<file path="src/sv/adaptive_first_order_lag_filter_macros.svh">
// ----------------------------------------------------------------------------
// adaptive first-order lag filter assertion macros
// shared assertion shorthands for the filter rtl
// ----------------------------------------------------------------------------
`ifndef ADAPTIVE_FIRST_ORDER_LAG_FILTER_MACROS_SVH
`define ADAPTIVE_FIRST_ORDER_LAG_FILTER_MACROS_SVH

// same-cycle implication
`define AFLF_ASSERT_NOW(label, ante, cons, msg) \
  label: assert property (@(posedge clk) disable iff (!rst_n) (ante) |-> (cons)) \
    else $error(msg);

// next-cycle implication
`define AFLF_ASSERT_NEXT(label, ante, cons, msg) \
  label: assert property (@(posedge clk) disable iff (!rst_n) (ante) |=> (cons)) \
    else $error(msg);

`endif

</file>
<file path="src/sv/aflf_pkg.sv">
// ----------------------------------------------------------------------------
// aflf_pkg
// types and constants of the adaptive first-order lag filter
// ----------------------------------------------------------------------------
package aflf_pkg;

  localparam int SAMPLE_BITS   = 16;
  localparam int FRACTION_BITS = 8;
  localparam int VALUE_BITS    = SAMPLE_BITS + FRACTION_BITS;
  localparam int THR_BITS      = 16;
  localparam int CNT_BITS      = 4;
  localparam int COUNT_STEPS   = 1 << CNT_BITS;
  localparam int GAIN_BITS     = 8;
  localparam int WEIGHT_BITS   = 9;
  localparam int GPROD_BITS    = GAIN_BITS + CNT_BITS;
  localparam int PROD_BITS     = WEIGHT_BITS + VALUE_BITS;
  localparam int CFG_IDX_BITS  = 2;
  localparam int CFG_DATA_BITS = 16;

  localparam logic [WEIGHT_BITS-1:0] FULL_WEIGHT  = WEIGHT_BITS'(256);
  localparam logic [CNT_BITS:0]      EXTRA_COUNTS = (CNT_BITS + 1)'(2);

  localparam logic [THR_BITS-1:0]    THR_RESET   = THR_BITS'(10);
  localparam logic [CNT_BITS-1:0]    LIMIT_RESET = CNT_BITS'(12);
  localparam logic [GAIN_BITS-1:0]   GAIN_RESET  = GAIN_BITS'(20);
  localparam logic [WEIGHT_BITS-1:0] REV_RESET   = WEIGHT_BITS'(5);

  typedef enum logic [CFG_IDX_BITS-1:0] {
    REG_STEP_THRESHOLD  = 2'd0,
    REG_COUNT_LIMIT     = 2'd1,
    REG_GAIN_PER_COUNT  = 2'd2,
    REG_REVERSAL_WEIGHT = 2'd3
  } cfg_reg_t;

  typedef logic [COUNT_STEPS-1:0][WEIGHT_BITS-1:0] weight_tab_t;

  typedef struct packed {
    logic [VALUE_BITS-1:0] filt;
    logic                  dir;
    logic [CNT_BITS-1:0]   run;
    logic                  primed;
  } aflf_state_t;

  typedef struct packed {
    logic [THR_BITS-1:0]    thr;
    logic [CNT_BITS-1:0]    limit;
    logic [WEIGHT_BITS-1:0] rev_w;
  } aflf_cfg_t;

  function automatic logic [WEIGHT_BITS-1:0] sat_gain(input logic [GPROD_BITS-1:0] p);
    logic [WEIGHT_BITS-1:0] r;
    r = (p > GPROD_BITS'(FULL_WEIGHT)) ? FULL_WEIGHT : p[WEIGHT_BITS-1:0];
    return r;
  endfunction

endpackage

</file>
<file path="src/sv/aflf_step.sv">
// ----------------------------------------------------------------------------
// aflf_step
// one filter update: direction, run count, weight and lag step
// ----------------------------------------------------------------------------
module aflf_step (
  input  aflf_pkg::aflf_state_t                  cur,
  input  logic [aflf_pkg::SAMPLE_BITS-1:0]       sample,
  input  aflf_pkg::aflf_cfg_t                    cfg,
  input  aflf_pkg::weight_tab_t                  gain_tab,
  output aflf_pkg::aflf_state_t                  nxt,
  output logic [aflf_pkg::WEIGHT_BITS-1:0]       weight
);
  import aflf_pkg::*;

  logic [VALUE_BITS-1:0]  s_ext;
  logic                   dir;
  logic [VALUE_BITS-1:0]  mag;
  logic                   big;
  logic [CNT_BITS:0]      c_sum;
  logic [CNT_BITS-1:0]    c_new;
  logic [WEIGHT_BITS-1:0] rev_sat;
  logic [WEIGHT_BITS-1:0] w_step;
  logic [PROD_BITS-1:0]   prod;
  logic [PROD_BITS-1:0]   prod_up;
  logic [VALUE_BITS-1:0]  delta;

  assign s_ext = {sample, FRACTION_BITS'(0)};
  assign dir   = !(cur.filt > s_ext);
  assign mag   = dir ? (s_ext - cur.filt) : (cur.filt - s_ext);
  assign big   = (mag >= {cfg.thr, FRACTION_BITS'(0)});

  always_comb begin
    c_sum = {1'b0, cur.run} + (CNT_BITS + 1)'(1) + (big ? EXTRA_COUNTS : '0);
    if (c_sum >= {1'b0, cfg.limit}) begin
      c_new = cfg.limit;
    end else begin
      c_new = c_sum[CNT_BITS-1:0];
    end
  end

  assign rev_sat = (cfg.rev_w > FULL_WEIGHT) ? FULL_WEIGHT : cfg.rev_w;
  assign w_step  = (dir == cur.dir) ? gain_tab[c_new] : rev_sat;

  // round toward minus infinity on falling steps
  assign prod    = PROD_BITS'(w_step) * PROD_BITS'(mag);
  assign prod_up = dir ? prod : (prod + PROD_BITS'(FULL_WEIGHT - 1'b1));
  assign delta   = prod_up[FRACTION_BITS +: VALUE_BITS];

  always_comb begin
    nxt = cur;
    if (!cur.primed) begin
      nxt.filt   = s_ext;
      nxt.primed = 1'b1;
      weight     = FULL_WEIGHT;
    end else begin
      nxt.filt = dir ? (cur.filt + delta) : (cur.filt - delta);
      nxt.dir  = dir;
      nxt.run  = (dir == cur.dir) ? c_new : '0;
      weight   = w_step;
    end
  end

endmodule

</file>
<file path="src/sv/adaptive_first_order_lag_filter.sv">
// ----------------------------------------------------------------------------
// adaptive_first_order_lag_filter
// lag filter whose weight follows the same-direction run of the samples
// ----------------------------------------------------------------------------
// Takes one item per clock while out_stall and configuration writes allow;
// the item is registered in the input register, the update runs through one
// subtract, one 9x24 multiply and one add between that register and the
// result register, and the new filtered value feeds back in the same cycle.
// A configuration write holds the input register while the registered
// table of gain times count is refreshed. The result register lets a new
// item be accepted while a finished result is still stalled.
// ----------------------------------------------------------------------------
`include "adaptive_first_order_lag_filter_macros.svh"

module adaptive_first_order_lag_filter (
  input  logic                                 clk,
  input  logic                                 rst_n,
  input  logic                                 in_valid,
  output logic                                 in_stall,
  input  logic [aflf_pkg::SAMPLE_BITS-1:0]     in_sample,
  output logic                                 out_valid,
  input  logic                                 out_stall,
  output logic [aflf_pkg::VALUE_BITS-1:0]      out_filtered,
  output logic [aflf_pkg::WEIGHT_BITS-1:0]     out_weight_used,
  input  logic                                 cfg_valid,
  output logic                                 cfg_ready,
  input  logic [aflf_pkg::CFG_IDX_BITS-1:0]    cfg_index,
  input  logic [aflf_pkg::CFG_DATA_BITS-1:0]   cfg_wdata
);
  import aflf_pkg::*;

  aflf_cfg_t              cfg_r;
  logic [GAIN_BITS-1:0]   gain_r;
  weight_tab_t            gain_tab_r;
  logic                   cfg_pend_r;
  logic                   cfg_fire;

  logic                   s1_valid_r;
  logic [SAMPLE_BITS-1:0] s1_sample_r;
  logic                   adv;
  logic                   in_fire;

  aflf_state_t            st_r;
  aflf_state_t            st_nxt;
  logic [WEIGHT_BITS-1:0] weight_nxt;
  logic                   out_valid_r;
  logic [WEIGHT_BITS-1:0] out_weight_r;

  assign cfg_ready = 1'b1;
  assign cfg_fire  = cfg_valid && cfg_ready;

  always_ff @(posedge clk) begin
    if (!rst_n) begin
      cfg_r.thr   <= THR_RESET;
      cfg_r.limit <= LIMIT_RESET;
      cfg_r.rev_w <= REV_RESET;
      gain_r      <= GAIN_RESET;
      cfg_pend_r  <= 1'b1;
    end else begin
      cfg_pend_r <= cfg_fire;
      if (cfg_fire) begin
        unique case (cfg_reg_t'(cfg_index))
          REG_STEP_THRESHOLD:  cfg_r.thr   <= cfg_wdata[THR_BITS-1:0];
          REG_COUNT_LIMIT:     cfg_r.limit <= cfg_wdata[CNT_BITS-1:0];
          REG_GAIN_PER_COUNT:  gain_r      <= cfg_wdata[GAIN_BITS-1:0];
          REG_REVERSAL_WEIGHT: cfg_r.rev_w <= cfg_wdata[WEIGHT_BITS-1:0];
          default: ;
        endcase
      end
    end
  end

  // saturated gain times count, one entry per count value
  always_ff @(posedge clk) begin
    for (int g = 0; g < COUNT_STEPS; g++) begin
      gain_tab_r[g] <= sat_gain(GPROD_BITS'(gain_r) * GPROD_BITS'(g));
    end
  end

  assign adv      = s1_valid_r && (!out_valid_r || !out_stall) && !cfg_pend_r;
  assign in_stall = s1_valid_r && !adv;
  assign in_fire  = in_valid && !in_stall;

  always_ff @(posedge clk) begin
    if (!rst_n) begin
      s1_valid_r <= 1'b0;
    end else if (in_fire) begin
      s1_valid_r <= 1'b1;
    end else if (adv) begin
      s1_valid_r <= 1'b0;
    end
  end

  always_ff @(posedge clk) begin
    if (in_fire) begin
      s1_sample_r <= in_sample;
    end
  end

  aflf_step u_step (
    .cur      (st_r),
    .sample   (s1_sample_r),
    .cfg      (cfg_r),
    .gain_tab (gain_tab_r),
    .nxt      (st_nxt),
    .weight   (weight_nxt)
  );

  always_ff @(posedge clk) begin
    if (!rst_n) begin
      st_r        <= '0;
      out_valid_r <= 1'b0;
    end else if (adv) begin
      st_r        <= st_nxt;
      out_valid_r <= 1'b1;
    end else if (!out_stall) begin
      out_valid_r <= 1'b0;
    end
  end

  always_ff @(posedge clk) begin
    if (adv) begin
      out_weight_r <= weight_nxt;
    end
  end

  assign out_valid       = out_valid_r;
  assign out_filtered    = st_r.filt;
  assign out_weight_used = out_weight_r;

  `AFLF_ASSERT_NEXT(a_cfg_holds_step, cfg_fire, !adv,
                    "item advanced on stale weight table")
  `AFLF_ASSERT_NEXT(a_first_full, adv && !st_r.primed,
                    out_weight_used == FULL_WEIGHT && st_r.primed,
                    "first item not loaded directly")
  `AFLF_ASSERT_NOW(a_unprimed_clear, !st_r.primed, st_r.run == '0 && !st_r.dir,
                   "run state moved before first item")
  `AFLF_ASSERT_NOW(a_weight_range, out_valid_r, out_weight_used <= FULL_WEIGHT,
                   "weight above full scale")

endmodule
</file>
<file path="config.mk">
export PLATFORM = sky130hd
export DESIGN_NAME = adaptive_first_order_lag_filter
export DESIGN_NICKNAME = d
export VERILOG_FILES = /design/src/sv/aflf_pkg.sv /design/src/sv/aflf_step.sv /design/src/sv/adaptive_first_order_lag_filter.sv
export VERILOG_INCLUDE_DIRS = /design/src /design/src/sv
export SDC_FILE = /design/constraint.sdc
export NUM_CORES = 1
export LEC_CHECK = 0
export ABC_AREA = 1
export BUFFER_PORTS_ARGS = -buffer_cell sky130_fd_sc_hd__buf_2
export CAP_MARGIN = 40
export CORE_UTILIZATION = 40
export DETAILED_ROUTE_END_ITERATION = 7
export PLACE_DENSITY = 0.55
export SLEW_MARGIN = 20
export SYNTH_ARGS = -nofsm -noshare
export SYNTH_HDL_FRONTEND = slang
export SYNTH_HIERARCHICAL = 1
export SYNTH_SLANG_ARGS = --single-unit
</file>
<file path="constraint.sdc">
create_clock -name clk -period 25.1 [get_ports clk]
set_clock_uncertainty 0.2 [all_clocks]
set_input_delay 1.255 -clock clk [delete_from_list [all_inputs] [get_ports clk]]
set_output_delay 1.255 -clock clk [all_outputs]
set_load 0.005 [all_outputs]
</file>
==> metrics.md <==
| Metric | Value |
|---|---|
| Status | `finished clean` |
| WL per Instance | `17.74 um` |
| Hold WS | `261.9 ps` |
| Die height | `245.1 um` |
| Top layer in use | `met5` |
| Clk root buf | `clkbuf_16` |
| RSZ-0062 raised after global routing | `false` |
| Synth cell count leaders | `nand2_1 (758), inv_1 (575), nor2_1 (456)` |
| Final setup violation count | `0` |
| Nets | `3863` |
| Inserted Clock Buffers | `27` |
| Grt ovf | `0` |
| Finished Layout Cells | `4210` |
| Metal3 WL | `3401 um` |
| Cell mode on critical path | `nand2_1` |
| Post-Synth Simple-Gate Area | `28.29%` |
| Sequential Area | `4614 um^2` |
| CP peak stage delay | `640 ps` |
| Clock Sinks | `218` |
| Post-synthesis mux area share | `0.04235%` |
| Share of layout cells above drive strength 1 | `6.967%` |
| DR iter-0 viols | `1541` |
| Vias in the first global route | `21230` |
| CP arrival | `18040 ps` |
| Die area | `60060 um^2` |
| Initial Util | `40.73%` |
| Synth async-reset ratio | `0%` |
| CTS Hold Bufs | `0` |
| H-tree levels | `1` |
| DRT met1 WL | `32930 um` |
| Initial antenna violation count | `1` |
| Residual DRC count | `0` |
| Area contributors post-synth | `dfxtp_1 (16%), fa_1 (16%), nand2_1 (12%)` |
| Core ar. | `58030 um^2` |
| # rows | `88` |
| Adder-Cell Fraction of Synth Area | `27.13%` |
| Seq/Total Area, Yosys | `19.53%` |
| Worst slack, placed | `7622 ps` |
| Area leader, netlist | `dfxtp_1` |
| First drt pass iteration count | `5` |
| Final Hold Fails | `0` |
| First-pass GRT wire length | `118500 um` |
| Worst hold path type | `flop to flop` |
| Post-synth EDFFs | `25` |
| Required time of the critical path | `25360 ps` |
| Measured slew at the worst slew-check pin | `859.2 ps` |
| FMAX | `56.27 MHz` |
| Synth unique cells | `66` |
| Post-route setup slack | `7328 ps` |
| Syn avg cell area | `7.013 um^2` |
| Minimum clock period | `17770 ps` |
| Mapped Area | `23630 um^2` |
| CP Capture Type | `flop` |
| Routed vias/inst | `5.071` |
| CTS max path bufs | `3` |
| Post-cts resize count | `0` |
| Largest net degree at the start of global routing | `81` |
| Element type at the critical path start | `flop` |
| All-Layer GR Usage | `25.13%` |
| Post-synthesis register bit count | `218` |
| Synth top area share | `16.35%` |
| Post-synthesis xor/xnor area fraction | `3.632%` |
| Slew Limit Fails | `0` |
| Fillers | `6183` |
| Slowest stage cell, crit path | `buf_4` |
| Area of the multi-input gates | `16370 um^2` |
| Clk_lat worst skew | `580 ps` |
| Most frequent cell after synthesis | `nand2_1` |
| Synth warn | `6` |
| Rel. slew slack | `42.33%` |
| Post-synthesis cell count | `3370` |
| Io pins | `75` |
| Worst-path fanout max | `80` |
| IO buf count | `73` |
| Clock transition at path regs | `60 ps` |
| Setup TNS | `0 ps` |
| Routed Antenna Nets | `0` |
| Largest family of logic cells by synthesized area | `simple AND/OR/NAND/NOR gates` |
| Area Growth Syn to Fin | `8.931%` |
| Crit Path Class | `flop to flop` |
| Final wirelength | `74680 um` |
| Vias | `21350` |
| Complex-gate fraction of the synthesized area | `9.731%` |
| Post-CTS Setup Inserts | `0` |
| Die extent in x | `245.1 um` |
| Routed wl met2 | `35810 um` |
| Max-cap violations | `0` |
| Final worst-path cycle share | `70.80%` |
| N_diodes | `0` |
| Cells after DPL | `4160` |
| Top FF cell, synth | `dfxtp_1` |
| DP HPWL | `59120 um` |
| CTS tree | `yes` |
| GP Congestion | `0.9333` |
metal layers:
metal  GRT usage (%)  vias up
met5               0        -
met4           8.162        2
met3           2.580      128
met2           43.55      529
met1           32.50    10030
li1                -    10670
final cells by class:
cell class	count	share of cell area [%]
multi-input cells	2484	63.57
flip-flops and latches	218	17.92
inverters	590	8.612
well taps	765	3.718
clock buffers	36	3.033
repair buffers	104	2.542
clock inverters	13	0.5978
layout by cell type (no fill, tap or decap), types with 18 or more instances in the layout:
master     Yosys  routed
fa_1         189     189
a21oi_1      149     149
xor2_1        65      65
inv_1        575     574
edfxtp_1      25      25
buf_2         24      73
nor2_1       456     455
nand2_2       23      23
xnor2_1       23      23
clkbuf_16      0      28
ha_1         210     210
o21ai_0      141     141
nand2_1      758     758
nand3_1      192     192
buf_4         30      23
nand4_1       47      47
dfxtp_1      193     193
conb_1         3      23
a311oi_1      18      18
nor3_1        18      18
worst max-delay path: cells and delay by family, from the launching register on:
kind                     cells  cell delay [ps]
buffers and inverters       14             2720
XOR/XNOR                     3              710
adder cells (fa/ha/maj)     11             4050
AND/OR/NAND/NOR             35             5230
flip-flops                   1              420
AO/OA/AOI/OAI               18             4200
flip-flops by register name, summed over array words and instances, names as in the netlist:
register         cells
s1_valid_r           1
gain_tab_r         123
out_weight_used      9
out_filtered        24
cfg_r               29
cfg_pend_r           1
st_r                 6
out_valid            1
s1_sample_r         16
gain_r               8
metrics by stage:
step                utilization (%)  cell area [um^2]
finish                        44.37             25740
global route                  44.37             25740
global placement              42.53             24680
CTS                           44.34             25730
detailed placement            42.73             24790
floorplan                         -             23710
logic make-up after synthesis:
logic type,count (synthesis)
XOR/XNOR,92
other,3
flip-flops,218
multiplexers,1
buffers and inverters,688
AO/OA/AOI/OAI,398
adder cells (fa/ha/maj),399
AND/OR/NAND/NOR,1571
final timing paths:
check | from | endpoint | slack (ps) | cells past startpoint
min reg2reg | cfg_r[14] | cfg_r[14] | 260 | 2
max reg2reg | out_filtered[0] | out_filtered[22] | 7330 | 81
max | out_filtered[0] | out_filtered[22] | 7330 | 81
min | cfg_r[14] | cfg_r[14] | 260 | 2
Power is left out: the tool's default activity adds up to more than one toggle a clock period on the data nets, which glitch-free logic cannot reach.
